## config.mk

```make
export PLATFORM = sky130hd
export DESIGN_NAME = overvoltage_alarm_trip_relay_core
export DESIGN_NICKNAME = d
export VERILOG_FILES = /design/src/ovtr_pkg.sv /design/src/ovtr_lane.sv /design/src/ovtr_merge.sv /design/src/overvoltage_alarm_trip_relay_core.sv
export SDC_FILE = /design/constraint.sdc
export NUM_CORES = 1
export LEC_CHECK = 0
export ABC_CLOCK_PERIOD_IN_PS = 5300
export BUFFER_PORTS_ARGS = -buffer_cell sky130_fd_sc_hd__buf_2
export CORE_UTILIZATION = 35
export CTS_BUF_LIST = sky130_fd_sc_hd__clkbuf_4 sky130_fd_sc_hd__clkbuf_8
export DETAILED_ROUTE_END_ITERATION = 10
export GPL_ROUTABILITY_DRIVEN = 0
export REMOVE_ABC_BUFFERS = 1
export SYNTH_ARGS = -nofsm -noshare
export SYNTH_HDL_FRONTEND = slang
export SYNTH_SLANG_ARGS = --single-unit
```

## constraint.sdc

```tcl
create_clock -name clk -period 5.3 [get_ports clk]
set_input_delay 0.795 -clock clk [delete_from_list [all_inputs] [get_ports clk]]
set_output_delay 0.795 -clock clk [all_outputs]
set_load 0.01 [all_outputs]
```

## src/ovtr_pkg.sv

```systemverilog
// Shared types and constants of the overvoltage alarm and trip relay.
`default_nettype none
package ovtr_pkg;

  localparam int PHASES   = 3;
  localparam int VOLT_W   = 16;
  localparam int TICK_W   = 16;
  localparam int CFG_IDX_W = 2;

  localparam logic [TICK_W-1:0] TICK_MAX = {TICK_W{1'b1}};

  localparam logic [VOLT_W-1:0] ALARM_LIMIT_RST = 16'd65535;
  localparam logic [TICK_W-1:0] ALARM_DELAY_RST = 16'd100;
  localparam logic [VOLT_W-1:0] TRIP_LIMIT_RST  = 16'd65535;
  localparam logic [TICK_W-1:0] TRIP_DELAY_RST  = 16'd100;

  typedef enum logic [CFG_IDX_W-1:0] {
    REG_ALARM_LIMIT = 2'd0,
    REG_ALARM_DELAY = 2'd1,
    REG_TRIP_LIMIT  = 2'd2,
    REG_TRIP_DELAY  = 2'd3
  } cfg_reg_t;

  typedef struct packed {
    logic [VOLT_W-1:0] alarm_limit;
    logic [TICK_W-1:0] alarm_need;
    logic [VOLT_W-1:0] trip_limit;
    logic [TICK_W-1:0] trip_need;
  } relay_cfg_t;

  typedef struct packed {
    logic trip_due;
    logic alarm_flag;
  } lane_stat_t;

  typedef struct packed {
    logic              trip;
    logic [PHASES-1:0] trip_phases;
    logic [PHASES-1:0] alarm_phases;
  } relay_res_t;

  // A delay of zero behaves as a delay of one tick.
  function automatic logic [TICK_W-1:0] delay_need(input logic [TICK_W-1:0] d);
    return (d == '0) ? TICK_W'(1) : d;
  endfunction

  function automatic logic [TICK_W-1:0] sat_inc(input logic [TICK_W-1:0] t);
    return (t == TICK_MAX) ? t : t + TICK_W'(1);
  endfunction

endpackage
`default_nettype wire

```

## src/ovtr_lane.sv

```systemverilog
// One phase lane: alarm and trip timers with band classification.
`default_nettype none
module ovtr_lane
  import ovtr_pkg::*;
(
  input  wire logic              clk,
  input  wire logic              rst_n,
  input  wire logic              step,
  input  wire logic [VOLT_W-1:0] voltage,
  input  wire relay_cfg_t        cfg,
  output lane_stat_t             stat
);

  logic              trip_run_r,    trip_run_nxt;
  logic [TICK_W-1:0] trip_ticks_r,  trip_ticks_nxt;
  logic              alarm_run_r,   alarm_run_nxt;
  logic [TICK_W-1:0] alarm_ticks_r, alarm_ticks_nxt;

  always_comb begin
    trip_run_nxt    = trip_run_r;
    trip_ticks_nxt  = trip_ticks_r;
    alarm_run_nxt   = alarm_run_r;
    alarm_ticks_nxt = alarm_ticks_r;
    if (step) begin
      if (voltage > cfg.trip_limit) begin
        trip_run_nxt   = 1'b1;
        trip_ticks_nxt = trip_run_r ? sat_inc(trip_ticks_r) : '0;
        if (alarm_run_r) begin
          alarm_ticks_nxt = sat_inc(alarm_ticks_r);
        end
      end else if (voltage >= cfg.alarm_limit) begin
        trip_run_nxt    = 1'b0;
        trip_ticks_nxt  = '0;
        alarm_run_nxt   = 1'b1;
        alarm_ticks_nxt = alarm_run_r ? sat_inc(alarm_ticks_r) : '0;
      end else begin
        trip_run_nxt    = 1'b0;
        trip_ticks_nxt  = '0;
        alarm_run_nxt   = 1'b0;
        alarm_ticks_nxt = '0;
      end
    end
  end

  always_comb begin
    stat.trip_due   = trip_run_nxt && (trip_ticks_nxt >= cfg.trip_need);
    stat.alarm_flag = !trip_run_nxt && alarm_run_nxt &&
                      (alarm_ticks_nxt >= cfg.alarm_need);
  end

  always_ff @(posedge clk) begin
    if (!rst_n) begin
      trip_run_r    <= 1'b0;
      trip_ticks_r  <= '0;
      alarm_run_r   <= 1'b0;
      alarm_ticks_r <= '0;
    end else begin
      trip_run_r    <= trip_run_nxt;
      trip_ticks_r  <= trip_ticks_nxt;
      alarm_run_r   <= alarm_run_nxt;
      alarm_ticks_r <= alarm_ticks_nxt;
    end
  end

endmodule
`default_nettype wire

```

## src/ovtr_merge.sv

```systemverilog
// Merge of lane status: trip latch and assembly of the result.
`default_nettype none
module ovtr_merge
  import ovtr_pkg::*;
(
  input  wire logic       clk,
  input  wire logic       rst_n,
  input  wire logic       step,
  input  wire lane_stat_t stat [PHASES],
  output logic            latched,
  output relay_res_t      res
);

  logic              latched_r, latched_nxt;
  logic [PHASES-1:0] phases_r,  phases_nxt;
  logic [PHASES-1:0] due;
  logic [PHASES-1:0] alarms;

  always_comb begin
    for (int p = 0; p < PHASES; p++) begin
      due[p]    = stat[p].trip_due;
      alarms[p] = stat[p].alarm_flag;
    end
  end

  always_comb begin
    latched_nxt = latched_r;
    phases_nxt  = phases_r;
    // latch every phase that comes due on the same tick
    if (step && (due != '0)) begin
      latched_nxt = 1'b1;
      phases_nxt  = due;
    end
  end

  always_comb begin
    latched          = latched_r;
    res.trip         = latched_nxt;
    res.trip_phases  = phases_nxt;
    res.alarm_phases = alarms;
  end

  always_ff @(posedge clk) begin
    if (!rst_n) begin
      latched_r <= 1'b0;
      phases_r  <= '0;
    end else begin
      latched_r <= latched_nxt;
      phases_r  <= phases_nxt;
    end
  end

endmodule
`default_nettype wire

```

## src/overvoltage_alarm_trip_relay_core.sv

```systemverilog
// Top level of the three-phase definite-time overvoltage alarm and trip relay.
// The result of a request is loaded into the output register on the edge that accepts it,
//   so out_valid rises in the cycle after acceptance.
// Throughput: one request per cycle; in_stall is high only while a result waits in
//   the output register and the consumer stalls it.
// Reset (rst_n low, synchronous): timers, trip latch and output valid clear; the
//   limit and delay registers return to their defaults.
`default_nettype none
module overvoltage_alarm_trip_relay_core
  import ovtr_pkg::*;
(
  input  wire logic                 clk,
  input  wire logic                 rst_n,
  // configuration write port
  input  wire logic                 cfg_we,
  input  wire logic [CFG_IDX_W-1:0] cfg_index,
  input  wire logic [VOLT_W-1:0]    cfg_wdata,
  // input channel
  input  wire logic                 in_valid,
  output logic                      in_stall,
  input  wire logic [VOLT_W-1:0]    in_phase_a_voltage,
  input  wire logic [VOLT_W-1:0]    in_phase_b_voltage,
  input  wire logic [VOLT_W-1:0]    in_phase_c_voltage,
  input  wire logic                 in_breaker_closed,
  // result channel
  output logic                      out_valid,
  input  wire logic                 out_stall,
  output logic                      out_trip,
  output logic [PHASES-1:0]         out_trip_phases,
  output logic [PHASES-1:0]         out_alarm_phases
);

  // Configuration registers; the delays are held as written and mapped to the tick count that makes a timer due.
  logic [VOLT_W-1:0] alarm_limit_r, alarm_limit_nxt;
  logic [TICK_W-1:0] alarm_delay_r, alarm_delay_nxt;
  logic [VOLT_W-1:0] trip_limit_r,  trip_limit_nxt;
  logic [TICK_W-1:0] trip_delay_r,  trip_delay_nxt;
  relay_cfg_t        cfg;

  always_comb begin
    alarm_limit_nxt = alarm_limit_r;
    alarm_delay_nxt = alarm_delay_r;
    trip_limit_nxt  = trip_limit_r;
    trip_delay_nxt  = trip_delay_r;
    if (cfg_we) begin
      case (cfg_reg_t'(cfg_index))
        REG_ALARM_LIMIT: alarm_limit_nxt = cfg_wdata;
        REG_ALARM_DELAY: alarm_delay_nxt = cfg_wdata;
        REG_TRIP_LIMIT:  trip_limit_nxt  = cfg_wdata;
        REG_TRIP_DELAY:  trip_delay_nxt  = cfg_wdata;
        default: ;
      endcase
    end
  end

  always_ff @(posedge clk) begin
    if (!rst_n) begin
      alarm_limit_r <= ALARM_LIMIT_RST;
      alarm_delay_r <= ALARM_DELAY_RST;
      trip_limit_r  <= TRIP_LIMIT_RST;
      trip_delay_r  <= TRIP_DELAY_RST;
    end else begin
      alarm_limit_r <= alarm_limit_nxt;
      alarm_delay_r <= alarm_delay_nxt;
      trip_limit_r  <= trip_limit_nxt;
      trip_delay_r  <= trip_delay_nxt;
    end
  end

  always_comb begin
    cfg.alarm_limit = alarm_limit_r;
    cfg.alarm_need  = delay_need(alarm_delay_r);
    cfg.trip_limit  = trip_limit_r;
    cfg.trip_need   = delay_need(trip_delay_r);
  end

  // Handshake: accept whenever the output register is empty or drains this cycle.
  logic out_valid_r, out_valid_nxt;
  logic accept;
  logic latched;
  logic lane_step;

  assign in_stall  = out_valid_r && out_stall;
  assign accept    = in_valid && !in_stall;
  // An open breaker or a latched trip freezes every timer; outputs show held state.
  assign lane_step = accept && in_breaker_closed && !latched;

  logic [VOLT_W-1:0] volt [PHASES];
  lane_stat_t        stat [PHASES];

  always_comb begin
    volt[0] = in_phase_a_voltage;
    volt[1] = in_phase_b_voltage;
    volt[2] = in_phase_c_voltage;
  end

  // One timer lane per phase, all advancing on the same tick.
  for (genvar p = 0; p < PHASES; p++) begin : g_lane
    ovtr_lane u_lane (
      .clk     (clk),
      .rst_n   (rst_n),
      .step    (lane_step),
      .voltage (volt[p]),
      .cfg     (cfg),
      .stat    (stat[p])
    );
  end

  relay_res_t res;

  ovtr_merge u_merge (
    .clk     (clk),
    .rst_n   (rst_n),
    .step    (lane_step),
    .stat    (stat),
    .latched (latched),
    .res     (res)
  );

  // Output register: load on accept, drop valid once the consumer takes the result.
  relay_res_t res_r, res_nxt;

  always_comb begin
    res_nxt       = res_r;
    out_valid_nxt = out_valid_r;
    if (accept) begin
      res_nxt       = res;
      out_valid_nxt = 1'b1;
    end else if (!out_stall) begin
      out_valid_nxt = 1'b0;
    end
  end

  always_ff @(posedge clk) begin
    if (!rst_n) begin
      out_valid_r <= 1'b0;
    end else begin
      out_valid_r <= out_valid_nxt;
    end
  end

  always_ff @(posedge clk) begin
    res_r <= res_nxt;
  end

  assign out_valid        = out_valid_r;
  assign out_trip         = res_r.trip;
  assign out_trip_phases  = res_r.trip_phases;
  assign out_alarm_phases = res_r.alarm_phases;

endmodule
`default_nettype wire

```

==> impl_metrics.json <==
{
  "status": "complete, no violations",
  "reg2reg_depth": 16,
  "worstPathMaxFanout": 8,
  "place_inst": 2300,
  "grt_pass1_vias": 13200,
  "grt_overflow": 0,
  "cts_resized": 0,
  "clk_path_buf_depth": 2,
  "wire_per_inst_um": 19.7,
  "holdBufCountCts": 0,
  "ant_nets": 0,
  "die_w_um": 201,
  "synth_edf_count": 7,
  "leakage_nw": 6.37,
  "post_cts_buffers": 0,
  "fin_cells": 2334,
  "hpwl_um": 34200,
  "setup_tns_ns": 0,
  "portBuffers": 80,
  "cp-end-kind": "register",
  "vias_per_cell": 5.99,
  "drive_above_1_share": 0.0987,
  "intPower_mw": 1.94,
  "power_frac_comb": 0.165,
  "critPathArrivalTime_ns": 5.08,
  "io_pins": 81,
  "hp-class": "reg -> reg",
  "yosysTopAreaCell": "dfxtp_1",
  "hold_ws_ns": 0.476,
  "die_area_mm2": 0.0405,
  "nets": 2071,
  "swShare": 0.332,
  "grt_use_total": 0.226,
  "post-route-drc-count": 0,
  "cts_root_buf": "clkbuf_8",
  "initial_core_util": 0.357,
  "dieHeight_um": 201,
  "numCtsBuffers": 17,
  "max_freq_mhz": 208,
  "period_share": 0.908,
  "cts_tree": "yes",
  "power.share.clock": 0.356,
  "wirelength_um": 45900,
  "powerDensity_mw_per_mm2": 190,
  "synth-async-reset-ratio": 0,
  "ys_seq_elements": 178,
  "syn-instance-count": 1764,
  "p_switching_uw": 963,
  "ys.warnings.count": 0,
  "vias": 14000,
  "clk_pin_slew_worst_paths_ns": 0.11,
  "insertion_delay_ns": 0.51,
  "synth_area_mm2": 0.0139,
  "synth_top_area_frac": 0.246,
  "cts_sinks": 178,
  "first_pass_iters": 5,
  "seqPwrFrac": 0.479,
  "antenna_found_initial": 0,
  "seq_area_frac_synth": 0.261,
  "drv_cap": 0,
  "min_delay_path_depth": 2,
  "drv_slew": 0,
  "yosys_most_used_dff": "dfxtp_1",
  "grt_max_degree": 72,
  "maxSlewHeadroom": 0.323,
  "fp.coreArea_mm2": 0.0389,
  "areaGrowthSynthToFinish_pct": 9.60,
  "rsz0062_at_grt": "false",
  "setup_violations": 0,
  "drt-initial-drc-count": 1232,
  "grt_pass1_wl_um": 72800,
  "startpoint_type": "register",
  "hold_viol_final": 0,
  "rows": 72,
  "worst_pin_slew_ns": 1.01,
  "htreeDepth": 4,
  "peakVddDrop_v": 0.000161,
  "syn_avg_cell_area_um2": 7.88,
  "synth_cell_type_count": 93,
  "crit_type": "reg -> reg",
  "skew_ns": 0.0202,
  "synthTopCellsByArea": "dfxtp_1 25%, ha_1 18%, a21oi_1 6.2%",
  "fin_crit_ns": 4.81,
  "utilization": 0.391,
  "crit_required_ns": 5.56
}
==> state kept, by name, indices dropped and copies added (netlist names) <==
register and count:
alarm_delay_r 16, alarm_limit_r 16, g_lane.u_lane.alarm_run_r 3, g_lane.u_lane.alarm_ticks_r 48
g_lane.u_lane.trip_run_r 3, g_lane.u_lane.trip_ticks_r 48, out_alarm_phases 3, out_trip 1
out_trip_phases 3, out_valid 1, trip_delay_r 16, trip_limit_r 16
u_merge.latched 1, u_merge.phases_r 3
==> cells in the mapped netlist, types with 20 or more instances <==
cell type    n
nor2_1      78
a31oi_1     46
nand2_1    213
a21o_1      27
nand4_1     57
or3_1       20
nor3_1      41
and2_1      48
o21ai_0     72
nand3_1     72
clkbuf_1    51
inv_1       91
dfxtp_1    171
a21oi_1    172
ha_1       198
and3_1      22
o211ai_1    46
==> layout by cell type (no fill, tap or decap), types with 27 or more instances in the layout <==
cell type and instances:
nand2_1 213, ha_1 198, a21oi_1 172, dfxtp_1 171, inv_1 91, buf_2 79
nor2_1 77, o21ai_0 72, nand3_1 72, nand4_1 57, and2_1 48, o211ai_1 46
a31oi_1 46, nor3_1 41, a21o_1 27
==> power groups by stage <==
stage	clock [mW]	sequential, mW	combinational, mW
after floorplan	0	1.42	0.266
after global placement	0	1.42	0.460
after detailed placement	0	1.42	0.470
after CTS	1.06	1.39	0.473
after global routing	1.11	1.39	0.527
final	1.03	1.39	0.478
==> worst max-delay path, cell delays in order (launching register included) <==
cell	delay, ns
dfxtp_1	0.32
inv_1	0.11
ha_1	0.35
nand4_1	0.27
nor4_2	0.39
a21boi_2	0.28
o311ai_2	0.27
or4_1	0.54
nand2_1	0.12
ha_1	0.25
and4_1	0.16
a2111oi_0	0.37
o21ai_0	0.20
a2111o_1	0.42
a32oi_1	0.20
a21oi_1	0.11
or2_1	0.22
==> kinds of logic after synthesis <==
logic type      Yosys count  share of synthesized area
simple gates            665                      0.249
compound gates          534                      0.252
fa+ha+maj               198                      0.178
buf+inv                 180                     0.0520
flops                   178                      0.261
mux                       8                    0.00585
xor+xnor                  1                   0.000630
==> per-stage QoR <==
| step | power (mW) | setup slack [ns] | cell area, um^2 |
|---|---|---|---|
| 6_report | 2.90 | 0.488 | 15200 |
| 3_3_place_gp | 1.88 | 0.192 | 14800 |
| 3_5_place_dp | 1.89 | 0.153 | 14800 |
| 5_1_grt | 3.03 | 0.226 | 15200 |
| 2_1_floorplan | 1.68 | -0.912 | 13500 |
| 4_1_cts | 2.92 | 0.567 | 15200 |
==> path summary, 6_finish.rpt <==
kind / startpoint / end / slack [ns]
hold reg to reg: trip_delay_r[0] / trip_delay_r[0] / 0.48
setup / recovery: trip_limit_r[15] / out_trip / 0.49
setup reg to reg: trip_limit_r[15] / out_trip / 0.49
hold / removal: trip_delay_r[0] / trip_delay_r[0] / 0.48
==> routing by layer <==
layer,track usage,share of wire,vias up
li1,-,-,6730
met1,0.303,0.46,6722
met2,0.375,0.46,480
met3,0.0300,0.058,57
met4,0.0690,0.023,0
met5,0,0,-
==> area by class of cell <==
cell class | count | area [um^2]
fill | 4024 | 23700
timing repair buffer | 104 | 621
clock inverter | 15 | 180
sequential | 178 | 3630
clock buffer | 17 | 234
antenna | 2 | 5.00
multi-input combinational | 1406 | 9560
tap | 518 | 648
inverter | 94 | 353
(Power assumes the default switching activity.)
